## config.mk

```make
export PLATFORM = sky130hd
export DESIGN_NAME = pow2_nearest_neighbor_downscaler
export DESIGN_NICKNAME = d
export VERILOG_FILES = /design/src/design/p2nnd_pkg.sv /design/src/design/pow2_nearest_neighbor_downscaler.sv
export SDC_FILE = /design/constraint.sdc
export NUM_CORES = 1
export LEC_CHECK = 0
export BUFFER_PORTS_ARGS = -buffer_cell sky130_fd_sc_hd__buf_2
export CORE_MARGIN = 3
export CORE_UTILIZATION = 50
export CTS_CLUSTER_DIAMETER = 120
export CTS_CLUSTER_SIZE = 25
export DETAILED_ROUTE_END_ITERATION = 7
export PLACE_DENSITY = 0.75
export SKIP_CTS_REPAIR_TIMING = 1
export SLEW_MARGIN = 20
export SYNTH_ARGS = -nofsm -noshare
export SYNTH_HDL_FRONTEND = slang
export SYNTH_SLANG_ARGS = --single-unit
export TNS_END_PERCENT = 1
```

## constraint.sdc

```tcl
create_clock -name clk -period 12.45 [get_ports clk]
set_input_delay 1.8675 -clock clk [delete_from_list [all_inputs] [get_ports clk]]
set_output_delay 1.8675 -clock clk [all_outputs]
set_load 0.02 [all_outputs]
```

## src/design/p2nnd_pkg.sv

```systemverilog
`timescale 1ns / 1ps
// Shared types, constants and size helpers for the power-of-two downscaler.
package p2nnd_pkg;

  // Dimension and accumulator widths
  localparam int DIM_BITS   = 12;
  localparam int ACC_BITS   = 2 * DIM_BITS - 1;
  localparam int SHIFT_BITS = 4;
  localparam int PIX_BITS   = 8;
  localparam int ADDR_BITS  = 4;
  localparam int DATA_BITS  = 32;

  // Largest target size as a shift, per quality setting
  localparam logic [SHIFT_BITS-1:0] CAP_SHIFT_HIGH   = SHIFT_BITS'(11);
  localparam logic [SHIFT_BITS-1:0] CAP_SHIFT_MEDIUM = SHIFT_BITS'(9);
  localparam logic [SHIFT_BITS-1:0] CAP_SHIFT_LOW    = SHIFT_BITS'(8);

  // Quality selector codes
  typedef enum logic [1:0] {
    QUAL_HIGH   = 2'd0,
    QUAL_MEDIUM = 2'd1,
    QUAL_LOW    = 2'd2
  } quality_t;

  // Register indexes (word address paddr[3:2])
  typedef enum logic [1:0] {
    REG_SRC_WIDTH  = 2'd0,
    REG_SRC_HEIGHT = 2'd1,
    REG_QUALITY    = 2'd2,
    REG_ALPHA_EN   = 2'd3
  } reg_index_t;

  // One result item
  typedef struct packed {
    logic [PIX_BITS-1:0] red;
    logic [PIX_BITS-1:0] green;
    logic [PIX_BITS-1:0] blue;
    logic [PIX_BITS-1:0] alpha;
    logic                eor;
    logic                eof;
    logic [DIM_BITS-1:0] dst_w;
    logic [DIM_BITS-1:0] dst_h;
  } out_item_t;

  // log2 of the target size: top set bit of the source size, capped by quality;
  // sizes below two give a target of one
  function automatic logic [SHIFT_BITS-1:0] target_shift(
    input logic [DIM_BITS-1:0] src,
    input logic [1:0]          quality
  );
    logic [SHIFT_BITS-1:0] msb;
    logic [SHIFT_BITS-1:0] cap;
    msb = '0;
    for (int i = 1; i < DIM_BITS; i++) begin
      if (src[i]) begin
        msb = SHIFT_BITS'(i);
      end
    end
    case (quality)
      QUAL_HIGH:   cap = CAP_SHIFT_HIGH;
      QUAL_LOW:    cap = CAP_SHIFT_LOW;
      QUAL_MEDIUM: cap = CAP_SHIFT_MEDIUM;
      default:     cap = CAP_SHIFT_MEDIUM;
    endcase
    target_shift = (msb > cap) ? cap : msb;
  endfunction

endpackage

```

## src/design/pow2_nearest_neighbor_downscaler.sv

```systemverilog
`timescale 1ns / 1ps
// Top level: nearest-neighbour power-of-two downscaler with APB configuration.
// A selected pixel is registered, into the skid entry while the output is stalled.
// Throughput: one source pixel per cycle (compare against a shifted accumulator, two adds).
// Result register plus one skid entry; the input stalls only while the skid is full.
// Reset (rst, synchronous, active high) clears the counters and empties the output;
// registers return to width 2, height 2, high quality, alpha present.
module pow2_nearest_neighbor_downscaler (
  input  logic                                clk,
  input  logic                                rst,
  // APB configuration port
  input  logic                                psel,
  input  logic                                penable,
  input  logic                                pwrite,
  input  logic [p2nnd_pkg::ADDR_BITS-1:0]     paddr,
  input  logic [p2nnd_pkg::DATA_BITS-1:0]     pwdata,
  output logic [p2nnd_pkg::DATA_BITS-1:0]     prdata,
  output logic                                pready,
  // Source pixel stream
  input  logic                                in_valid,
  output logic                                in_stall,
  input  logic [p2nnd_pkg::PIX_BITS-1:0]      in_red,
  input  logic [p2nnd_pkg::PIX_BITS-1:0]      in_green,
  input  logic [p2nnd_pkg::PIX_BITS-1:0]      in_blue,
  input  logic [p2nnd_pkg::PIX_BITS-1:0]      in_alpha,
  // Scaled pixel stream
  output logic                                out_valid,
  input  logic                                out_stall,
  output logic [p2nnd_pkg::PIX_BITS-1:0]      out_red,
  output logic [p2nnd_pkg::PIX_BITS-1:0]      out_green,
  output logic [p2nnd_pkg::PIX_BITS-1:0]      out_blue,
  output logic [p2nnd_pkg::PIX_BITS-1:0]      out_alpha,
  output logic                                end_of_row,
  output logic                                end_of_frame,
  output logic [p2nnd_pkg::DIM_BITS-1:0]      dst_width,
  output logic [p2nnd_pkg::DIM_BITS-1:0]      dst_height
);

  localparam int DB = p2nnd_pkg::DIM_BITS;
  localparam int AB = p2nnd_pkg::ACC_BITS;
  localparam int SB = p2nnd_pkg::SHIFT_BITS;

  // Configuration registers
  logic [DB-1:0] src_width;
  logic [DB-1:0] src_height;
  logic [1:0]    quality_mode;
  logic          alpha_enable;

  // Position state
  logic [DB-1:0] source_column, source_column_next;
  logic [DB-1:0] source_row, source_row_next;
  logic [DB-1:0] output_column, output_column_next;
  logic [DB-1:0] output_row, output_row_next;
  logic [AB-1:0] column_accumulator, column_accumulator_next;
  logic [AB-1:0] row_accumulator, row_accumulator_next;

  // Output buffer
  p2nnd_pkg::out_item_t out_item, skid_item, result;
  logic                 skid_valid;

  logic          cfg_write;
  logic [DB-1:0] sw, sh;
  logic [SB-1:0] wsh, hsh;
  logic [DB-1:0] dw, dh;
  logic          row_hit, col_hit, hit;
  logic          in_fire, out_fire, out_free;

  assign pready    = 1'b1;
  assign cfg_write = psel && penable && pwrite;

  // Register writes
  always_ff @(posedge clk) begin
    if (rst) begin
      src_width    <= DB'(2);
      src_height   <= DB'(2);
      quality_mode <= p2nnd_pkg::QUAL_HIGH;
      alpha_enable <= 1'b1;
    end else if (cfg_write) begin
      case (paddr[3:2])
        p2nnd_pkg::REG_SRC_WIDTH:  src_width    <= pwdata[DB-1:0];
        p2nnd_pkg::REG_SRC_HEIGHT: src_height   <= pwdata[DB-1:0];
        p2nnd_pkg::REG_QUALITY:    quality_mode <= pwdata[1:0];
        p2nnd_pkg::REG_ALPHA_EN:   alpha_enable <= pwdata[0];
        default: ;
      endcase
    end
  end

  // Register readback
  always_comb begin
    case (paddr[3:2])
      p2nnd_pkg::REG_SRC_WIDTH:  prdata = p2nnd_pkg::DATA_BITS'(src_width);
      p2nnd_pkg::REG_SRC_HEIGHT: prdata = p2nnd_pkg::DATA_BITS'(src_height);
      p2nnd_pkg::REG_QUALITY:    prdata = p2nnd_pkg::DATA_BITS'(quality_mode);
      p2nnd_pkg::REG_ALPHA_EN:   prdata = p2nnd_pkg::DATA_BITS'(alpha_enable);
      default:                   prdata = '0;
    endcase
  end

  // Target sizes; a zero size counts as one
  assign sw  = (src_width == '0) ? DB'(1) : src_width;
  assign sh  = (src_height == '0) ? DB'(1) : src_height;
  assign wsh = p2nnd_pkg::target_shift(sw, quality_mode);
  assign hsh = p2nnd_pkg::target_shift(sh, quality_mode);
  assign dw  = DB'(1) << wsh;
  assign dh  = DB'(1) << hsh;

  // Selection: source index matches output index times source size over target size
  assign row_hit = (output_row < dh) &&
                   (AB'(source_row) == (row_accumulator >> hsh));
  assign col_hit = (output_column < dw) &&
                   (AB'(source_column) == (column_accumulator >> wsh));
  assign hit     = row_hit && col_hit;

  // Result of the current transfer
  always_comb begin
    result.red   = in_red;
    result.green = in_green;
    result.blue  = in_blue;
    result.alpha = alpha_enable ? in_alpha : '0;
    result.eor   = (output_column == dw - DB'(1));
    result.eof   = result.eor && (output_row == dh - DB'(1));
    result.dst_w = dw;
    result.dst_h = dh;
  end

  // Counter update
  always_comb begin
    source_column_next      = source_column + DB'(1);
    source_row_next         = source_row;
    output_column_next      = output_column;
    output_row_next         = output_row;
    column_accumulator_next = column_accumulator;
    row_accumulator_next    = row_accumulator;
    if (hit) begin
      output_column_next      = output_column + DB'(1);
      column_accumulator_next = column_accumulator + AB'(sw);
    end
    if (source_column >= sw - DB'(1)) begin
      source_column_next      = '0;
      output_column_next      = '0;
      column_accumulator_next = '0;
      if (row_hit) begin
        output_row_next      = output_row + DB'(1);
        row_accumulator_next = row_accumulator + AB'(sh);
      end
      if (source_row >= sh - DB'(1)) begin
        source_row_next      = '0;
        output_row_next      = '0;
        row_accumulator_next = '0;
      end else begin
        source_row_next = source_row + DB'(1);
      end
    end
  end

  assign in_stall = skid_valid;
  assign in_fire  = in_valid && !in_stall;
  assign out_fire = out_valid && !out_stall;
  assign out_free = !out_valid || !out_stall;

  always_ff @(posedge clk) begin
    if (rst) begin
      source_column      <= '0;
      source_row         <= '0;
      output_column      <= '0;
      output_row         <= '0;
      column_accumulator <= '0;
      row_accumulator    <= '0;
    end else if (in_fire) begin
      source_column      <= source_column_next;
      source_row         <= source_row_next;
      output_column      <= output_column_next;
      output_row         <= output_row_next;
      column_accumulator <= column_accumulator_next;
      row_accumulator    <= row_accumulator_next;
    end
  end

  // Result register and skid stage
  always_ff @(posedge clk) begin
    if (rst) begin
      out_valid  <= 1'b0;
      skid_valid <= 1'b0;
    end else if (skid_valid) begin
      if (out_fire) begin
        out_item   <= skid_item;
        skid_valid <= 1'b0;
      end
    end else if (in_fire && hit) begin
      if (out_free) begin
        out_item  <= result;
        out_valid <= 1'b1;
      end else begin
        skid_item  <= result;
        skid_valid <= 1'b1;
      end
    end else if (out_fire) begin
      out_valid <= 1'b0;
    end
  end

  assign out_red      = out_item.red;
  assign out_green    = out_item.green;
  assign out_blue     = out_item.blue;
  assign out_alpha    = out_item.alpha;
  assign end_of_row   = out_item.eor;
  assign end_of_frame = out_item.eof;
  assign dst_width    = out_item.dst_w;
  assign dst_height   = out_item.dst_h;

endmodule
```

# Yosys cells after proc, flatten, opt, wreduce, memory -nomap -nowiden

Index checks and enable logic that the tools add are counted.

Register bits: 239
Input bits: 75

$add $sub $neg: 10
Order comparisons: 6
Equality and inequality tests: 10
Shifts and indexed selects: 4
Mux-type cells: 50
Bitwise operators: 3
Reduce and logical (&&, ||, !) cells: 32

Operators by type and width:

| operator              | count |
|---|---|
| $mux 58               | 4 |
| $pmux 32 s4           | 1 |
| $mux 12               | 8 |
| $mux 23               | 4 |
| $mux 4                | 22 |
| $add 12x1->12 const B | 4 |
| $sub 12x1->12 const B | 4 |
| $add 23x12->23        | 2 |
| $eq 12x23->1          | 2 |
| $shr 23x4->23         | 2 |
| $eq 12x12->1          | 2 |
| $ge 12x12->1          | 2 |
| $logic_not 12->1      | 2 |
| $lt 12x12->1          | 2 |
| $shl 1x4->12 const A  | 2 |
| $reduce_and 2->1      | 6 |
| $reduce_bool 2->1     | 5 |
| $logic_and 1x1->1     | 9 |
| $mux 1                | 9 |
| $gt 4x4->1            | 2 |
| $mux 8                | 1 |
| $reduce_and 4->1      | 2 |
| $eq 2x2->1 const B    | 3 |
| $reduce_and 3->1      | 2 |
| 8 further kinds       | 13 |

# Logic depth before layout (Yosys ltp)

Gate-level depths: netlist of the first run.

Depth after elaboration: 22
Gate-level depth with buffers: 33
Gate-level depth less buffers: 26

# Worst setup path before layout of the first run

OpenSTA, ideal clock, no wires.

Path kind: register -> register
From: register src_height[5]
To: register out_item, in the netlist dst_height[0] (enable)
Library setup time: 0.568 ns
Arrival: 10.263 ns
Data required time: 11.882 ns
Setup slack: 1.619 ns
Cell stages (with the launch flop): 29
Path buffers: 5
Period minus slack after synthesis: 10.831 ns
Cells stage by stage: dfxtp_1 buf_2 inv_2 a221o_1 a21oi_1 inv_1 ha_1 and2_1 a2111oi_4 a221o_1 buf_6 buf_8 buf_4 clkbuf_1 nor2_1 nand2_1 ha_1 nor2b_1 o21a_1 o21a_1 o21a_1 o21a_1 o211ai_1 a31oi_1 or4_4 nor4_4 and3_1 nand4_1 a221oi_1

Cells in the longest elaborated chain, start to end: 22

Ends and longest elaborated chain:

| what                                          | RTL line                                                                         | text |
|---|---|---|
| from (decl)                                   | pow2_nearest_neighbor_downscaler.sv:45                                           | `logic [DB-1:0] src_height;` |
| from (signal assigned)                        | pow2_nearest_neighbor_downscaler.sv:81                                           | `p2nnd_pkg::REG_SRC_HEIGHT: src_height <= pwdata[DB-1:0];` |
| $logic_not 12->1                              | pow2_nearest_neighbor_downscaler.sv:102                                          | `assign sh = (src_height == '0) ? DB'(1) : src_height;` |
| $mux 12 (*)                                   | pow2_nearest_neighbor_downscaler.sv:102                                          |  |
| $mux 1                                        | p2nnd_pkg.sv:55                                                                  | `if (src[i]) begin` |
| $mux 4 (9 in series)                          | p2nnd_pkg.sv:55                                                                  |  |
| $mux 4 (*)                                    | p2nnd_pkg.sv:55                                                                  |  |
| $gt 4x4->1                                    | p2nnd_pkg.sv:65                                                                  | `target_shift = (msb > cap) ? cap : msb;` |
| $mux 4 (*)                                    | p2nnd_pkg.sv:65                                                                  |  |
| $shl 1x4->12 or $shr 23x4->23 (tied branches) | pow2_nearest_neighbor_downscaler.sv:106, pow2_nearest_neighbor_downscaler.sv:110 |  |
| $lt 12x12->1 or $eq 12x23->1 (tied branches)  | pow2_nearest_neighbor_downscaler.sv:109, pow2_nearest_neighbor_downscaler.sv:110 |  |
| $logic_and 1x1->1 (*)                         | pow2_nearest_neighbor_downscaler.sv:109                                          | `assign row_hit = (output_row < dh) &&` |
| $logic_and 1x1->1 (*)                         | pow2_nearest_neighbor_downscaler.sv:113                                          | `assign hit = row_hit && col_hit;` |
| $logic_and 1x1->1 (*)                         | pow2_nearest_neighbor_downscaler.sv:190                                          | `end else if (in_fire && hit) begin` |
| $reduce_bool 2->1 (no line) (*)               | --                                                                               |  |
| $reduce_and 4->1 (no line) (*)                | --                                                                               |  |
| to (signal assigned)                          | pow2_nearest_neighbor_downscaler.sv:187                                          | `out_item <= skid_item;` |
| to (signal assigned)                          | pow2_nearest_neighbor_downscaler.sv:192                                          | `out_item <= result;` |
| to (decl)                                     | pow2_nearest_neighbor_downscaler.sv:58                                           | `p2nnd_pkg::out_item_t out_item, skid_item, result;` |

Mark *: on every way between the ends. The rest lies on a longest branch, timed or not.
A chain may end at the register's enable or synchronous reset.

# Worst setup path in the final report of the first run

From: register src_height[5]
To: register out_item, in the netlist out_green[4] (enable)

The elaborated chain is that of the path after synthesis.

==> key figures, run 1 <==
Detailed routing
  • Post-Route WL: roughly 45000 um
  • WL/cell: just under 20 um
  • Wl on met1: around 20000 um
  • Vias after detailed routing: ~14000
  • Iteration-0 DRC Markers: around 1300
  • Met3 Wirelength: between 3000 and 4000 um
  • Initial DRT Pass Iterations: 5
  • Vias per inst: a little over 6
  • Top layer in use: met4
  • DRC viols: 0
  • Met2 routed WL: roughly 20000 um
  • Post-route antenna net violation count: 0

Floorplan
  • Die Wd: between 150 and 200 um
  • Die ar.: about 35000 um^2
  • Core area: 31900 um^2
  • Die Ht: 187 um
  • Starting Density: 51.2%
  • Row count: 65
  • IO Count: 168

STA
  • Peak Freq: between 100 and 150 MHz
  • Setup_tns: 0 ns
  • Unrepaired setup endpoints after global routing: false
  • Max Slew Vio Count: 0
  • Final cycle utilization of the critical path: between 60% and 70%
  • Setup ws final: ~4.2 ns
  • Minimum clock period: 8.28 ns
  • Worst Tran Pin Value: about 1.1 ns
  • Worst Clk Skew: 0.0186 ns
  • Final hold vios: 0
  • # setup viols final: 0
  • Relative slew slack: roughly 23%

Setup path
  • Crit path required time: ~13 ns
  • CP Launch Type: register
  • Worst-path fanout max: 58
  • Critical path capture point type: register
  • Setup CP Type: reg -> reg
  • CP Launch Point: src_height[5]$_SDFFE_PP0P_
  • R2R Path End: out_green[4]$_DFFE_PP_
  • Delay of the slowest critical-path stage: between 0.6 and 0.7 ns
  • Most frequent CP cell: o21a_1
  • CP Data Arrival Time: 8.41 ns
  • Reg2reg setup slack: 4.17 ns
  • CP Capture Point: out_green[4]$_DFFE_PP_
  • Cells on worst reg2reg path: 25
  • Slowest CP cell: a21oi_1
  • Worst R2R Start: src_height[5]$_SDFFE_PP0P_

Synthesis
  • Asr flop ratio synth: 0%
  • Count leader, synth: nand2_1
  • Synth Instances: 1838
  • Netlist cell types: 90
  • #FFs+latches synth: ~240
  • Mapped cell area: 16300 um^2
  • Synth area leaders: edfxtp_1 21%, dfxtp_1 15%, ha_1 6.4%
  • Number of synthesized flops with an enable pin: 116
  • Post-synth top cells: 187 x nand2_1, 144 x nor2_1, 123 x dfxtp_1, 116 x edfxtp_1, 113 x a21oi_1
  • Yosys top cell area share: a little over a fifth
  • Post-synthesis sequential area ratio: about 36%
  • Predominant post-synthesis flop cell: dfxtp_1
  • Ys Warns: 0
  • Syn_area_per_cell: roughly 9 um^2
  • Cell taking the most area after synthesis: edfxtp_1

Pwr
  • Pwr dens: 98.2 nW/um^2
  • VDD IR max: slightly above 0.07 mV
  • Leakage power: between 6 and 7 nW

Min path
  • Worst Hold Class: reg -> reg

Final layout
  • Multi-input combinational cell area: between 9000 and 10000 um^2
  • Layout Cells excl Fill: 2306
  • Antenna Cells: 0
  • Layout cells sized above 1: ~14%
  • FF/Latch Area: between 5000 and 6000 um^2
  • Final net count: between 2000 and 2500
  • Area delta synth->final: 7.61%
  • Layout fillers: approximately 2800
  • Final core utilization: a little under three fifths
  • Design Area, Final: 17600 um^2

Clocking
  • TritonCTS buffer count: 14
  • Clock root buffer master: clkbuf_16
  • H-tree level count: 1
  • Clk sinks: between 200 and 250
  • Reg clk slew, reported paths: about 0.1 ns
  • Clk Latency, worst-skew pair: roughly 0.5 ns
  • CTS Buffer Depth: 3
  • TritonCTS clock tree: done

Global routing
  • Tot GR Track Use: between 20% and 30%
  • Largest net degree at the start of global routing: 87
  • Aggregate global routing overflow: 0
  • Number of global-route vias before repair: between 10000 and 15000
  • Wire length of the first global-routing pass: between 70000 and 80000 um
  • Initial antenna violation count: 0

Place
  • HPWL after DPL: between 30000 and 40000 um
  • RePlAce Congestion: about 0.97
  • IO buf count: 124
  • Placed Area: between 15000 and 20000 um^2
  • Place WS: between 4 and 5 ns
  • Placed cells: approximately 2300

Outcome
  • Outcome: finished, final reports clean

Flow run
  • MaxCap Viol Count: 0
[critical path: cells and delay by family, from the launching register on]
family / cells / cell delay, ns
flip-flops: 1 / 0.57
AO/OA/AOI/OAI: 10 / 2.92
AND/OR/NAND/NOR: 10 / 2.70
buffers and inverters: 3 / 1.06
adder cells (fa/ha/maj): 2 / 0.62
[worst min path at each step]
stage | startpoint | endpoint | depth (start not counted)
2_1_floorplan | output_row[0]$_SDFFE_PP0P_ | output_row[0]$_SDFFE_PP0P_ | 2
3_3_place_gp | output_row[0]$_SDFFE_PP0P_ | output_row[0]$_SDFFE_PP0P_ | 2
3_5_place_dp | output_row[0]$_SDFFE_PP0P_ | output_row[0]$_SDFFE_PP0P_ | 2
4_1_cts | output_row[0]$_SDFFE_PP0P_ | output_row[0]$_SDFFE_PP0P_ | 2
5_1_grt | output_row[0]$_SDFFE_PP0P_ | output_row[0]$_SDFFE_PP0P_ | 2
6_report | output_row[0]$_SDFFE_PP0P_ | output_row[0]$_SDFFE_PP0P_ | 2
[flip-flops by register name, indices dropped and copies added, names as in the netlist]
register / count
row_accumulator: 23
skid_item: 58
out_red: 8
out_valid: 1
output_row: 12
source_column: 12
end_of_row: 1
out_blue: 8
dst_width: 12
quality_mode: 2
column_accumulator: 23
dst_height: 12
out_alpha: 8
src_height: 12
alpha_enable: 1
output_column: 12
src_width: 12
source_row: 12
end_of_frame: 1
in_stall: 1
out_green: 8
[through the flow]
| stage | total power [W] | hold slack, ns |
|---|---|---|
| after floorplan | 0.00110 | 0.462 |
| after global placement | 0.00118 | 0.473 |
| after detailed placement | 0.00119 | 0.481 |
| after CTS | 0.00174 | 0.496 |
| after global routing | 0.00180 | 0.524 |
| final | 0.00173 | 0.496 |
[power by group]
part	switching [W]	internal, W
registers	0.0000103	0.000832
logic	0.000218	0.000117
clock network	0.000276	0.000272
total	0.000505	0.00122
[cells by family (layout without fill, tap and decap cells)]
family | Yosys count | in the layout | synth area share [%]
adders and majority gates | 86 | 86 | 6.68
and+or+nand+nor | 581 | 581 | 17.4
xor gates and xnor gates | 104 | 104 | 5.58
other | 2 | 21 | 0.0460
DFF | 239 | 239 | 36.4
AOI/OAI and AO/OA | 442 | 442 | 18.1
muxes | 146 | 146 | 9.45
buffers and inverters | 238 | 252 | 6.41
[cell usage in the layout (no fill, tap or decap), types with 8 or more instances in the layout]
cell       count
nor3_1        29
nand2b_1      16
mux2i_1      102
o211ai_1      29
a22oi_1       34
o21ai_0       89
ha_1          84
o31ai_1       16
nor2b_1        8
xor2_1        34
or3_1         25
nand3_1       49
xnor2_1       70
nor4_1        14
dfxtp_1      122
nand4_1       17
o21a_1        12
clkbuf_16     15
buf_4         31
a21o_1        16
or4_1         23
edfxtp_1     116
and3_1        17
inv_1         72
o221ai_1       9
a21oi_1      113
nor2_1       143
buf_2        124
mux2_2        41
a211oi_1      13
nand2_1      187
o21bai_1      12
a31oi_1       13
conb_1        21
and2_1        17
[layout make-up]
class | count | area share, %
Tap cell | 435 | 3.10
Sequential cell | 239 | 33.8
Timing Repair Buffer | 155 | 4.86
Inverter | 73 | 1.56
Multi-Input combinational cell | 1380 | 53.9
Clock buffer | 20 | 2.24
Clock inverter | 4 | 0.548
[metal layers]
| layer | up-vias | global-route usage [%] |
|---|---|---|
| met1 | 6734 | 35.3 |
| met4 | 0 | 7.24 |
| met5 | - | 0 |
| li1 | 6692 | - |
| met3 | 74 | 3.70 |
| met2 | 718 | 38.5 |
(Power assumes the default switching activity.)
==> run 2, diff against run 1 <==
Clock period 12.45 ns to 7.9 ns, I/O delays scaled along.
==> run 2 against run 1 <==
Combinational power grew 58%. Critical path depth shrank 1. Highest routed layer unchanged. Hold slack improved by 0.026 ns. Via count increased by 0.25%. Die area unchanged.
==> key figures, run 2 (synthesis gave the netlist of run 1 again) <==
Final layout
  • Largest regs: skid_item x58, column_accumulator x23, row_accumulator x23
  • Largest Register: skid_item
  • Antenna Cells: 0
  • Area delta synth->final: 8.22%
  • Design Area, Final: approximately 18000 um^2
  • Max FFs per register: between 50 and 60
  • Commonest non-fill, non-tap cell in the layout: nand2_1
  • Final core utilization: between 50% and 60%
  • Layout Cells excl Fill: approximately 2300
  • Final net count: approximately 2000
  • Layout cells sized above 1: around 14%
  • Commonest non-fill, non-tap cells in the layout: 187 x nand2_1, 143 x nor2_1, 124 x buf_2, 122 x dfxtp_1, 116 x edfxtp_1

Setup path
  • CP Data Arrival Time: 7.37 ns
  • Slowest CP cell: dfxtp_1
  • Worst-path fanout max: slightly below 60
  • Critical path capture point type: register
  • Delay of the slowest critical-path stage: 0.59 ns
  • Most frequent CP cell: o21a_1
  • Setup CP Type: reg -> reg
  • CP Launch Type: register
  • Worst-path cell chain: nor2_1, a221o_1, a21oi_1, buf_4, inv_1, ha_1, and2_1, a211oi_2, nand2_1, nand2_1, buf_4, nand3_1, ha_1, o21a_1, o21a_1, o21a_1, o211ai_1, a31oi_1, or4_4, nor4_4, and3_1, nand4_1, a221oi_4, buf_12
  • Cells on worst reg2reg path: 24
  • Crit path required time: slightly above 8 ns

Clocking
  • Clock root buffer master: clkbuf_16
  • TritonCTS clock tree: done
  • CTS Buffer Depth: 3
  • TritonCTS buffer count: 14
  • Clk sinks: between 200 and 250
  • Reg clk slew, reported paths: roughly 0.1 ns
  • Clk Latency, worst-skew pair: 0.50 ns
  • H-tree level count: 1

Outcome
  • Outcome: finished, final reports clean

Global routing
  • Aggregate global routing overflow: 0
  • Tot GR Track Use: between 20% and 30%
  • Wire length of the first global-routing pass: between 70000 and 80000 um
  • Largest net degree at the start of global routing: 87
  • Initial antenna violation count: 0
  • Number of global-route vias before repair: 13200

Detailed routing
  • Wl on met1: just over 20000 um
  • Iteration-0 DRC Markers: 1228
  • Met3 Wirelength: ~3600 um
  • Vias per inst: between 6 and 7
  • Post-Route WL: approximately 46000 um
  • Vias after detailed routing: around 14000
  • Initial DRT Pass Iterations: 5
  • WL/cell: 19.8 um
  • Post-route antenna net violation count: 0
  • Top layer in use: met4
  • DRC viols: 0
  • Met2 routed WL: around 20000 um

Pwr
  • Leakage power: slightly below 7 nW
  • Pwr dens: ~150 nW/um^2
  • VDD IR max: approximately 0.11 mV

Place
  • HPWL after DPL: 33700 um
  • Placed cells: 2291
  • Placed Area: roughly 17000 um^2
  • RePlAce Congestion: ~0.96
  • IO buf count: ~120

STA
  • Worst Tran Pin Value: 0.906 ns
  • Setup_tns: 0 ns
  • Peak Freq: 139 MHz
  • Relative slew slack: between 30% and 40%
  • # setup viols final: 0
  • Final cycle utilization of the critical path: roughly nine tenths
  • Unrepaired setup endpoints after global routing: false
  • Hold WS: around 0.52 ns
  • Minimum clock period: approximately 7.2 ns
  • Max Slew Vio Count: 0
  • Final hold vios: 0
  • Worst Clk Skew: roughly 0.026 ns

Min path
  • Hold path depth: 2
  • Worst Hold Class: reg -> reg

Floorplan
  • Die Wd: between 150 and 200 um
  • Die ar.: 34900 um^2
  • Core area: between 30000 and 40000 um^2
  • IO Count: 168
  • Row count: 65
  • Die Ht: roughly 190 um
  • Starting Density: between 50% and 60%

Flow run
  • MaxCap Viol Count: 0
-- run 2: power breakdown --
group | switching (W) | internal (W)
Clock | 0.000433 | 0.000428
Sequential | 0.0000157 | 0.00131
Combinational | 0.000343 | 0.000188
Total | 0.000792 | 0.00193
-- run 2: metal layers --
metal  track usage, %  vias to the layer above
li1                 -                     6721
met1             36.4                     6811
met4             7.91                        0
met2             38.6                      637
met3             3.33                       84
met5                0                        -
-- run 2: final timing paths --
check / start / to / slack (ns)
hold / removal: output_row[0]$_SDFFE_PP0P_ / output_row[0]$_SDFFE_PP0P_ / 0.52
hold reg to reg: output_row[0]$_SDFFE_PP0P_ / output_row[0]$_SDFFE_PP0P_ / 0.52
setup / recovery: src_height[5]$_SDFFE_PP0P_ / out_alpha[0]$_DFFE_PP_ / 0.69
setup reg to reg: src_height[5]$_SDFFE_PP0P_ / out_alpha[0]$_DFFE_PP_ / 0.69
-- run 2: critical path, delay by kind of cell (launching register included) --
family | cells | cell delay [ns]
buf+inv | 4 | 0.92
fa+ha+maj | 2 | 0.61
simple gates | 9 | 2.58
compound gates | 9 | 2.15
flops | 1 | 0.59
-- run 2: area by class of cell --
type / instances / area (um^2)
clock inverters: 4 / 98.8
flip-flops and latches: 239 / 5950
fillers: 2854 / 14200
well taps: 435 / 544
inverters: 73 / 274
multi-input cells: 1380 / 9470
repair buffers: 164 / 946
clock buffers: 20 / 394
-- run 2: through the flow --
stage	setup slack [ns]	total power, W
CTS	0.774	0.00274
global route	0.289	0.00283
detailed placement	0.811	0.00188
finish	0.695	0.00272
global placement	0.967	0.00186
floorplan	-0.0904	0.00174
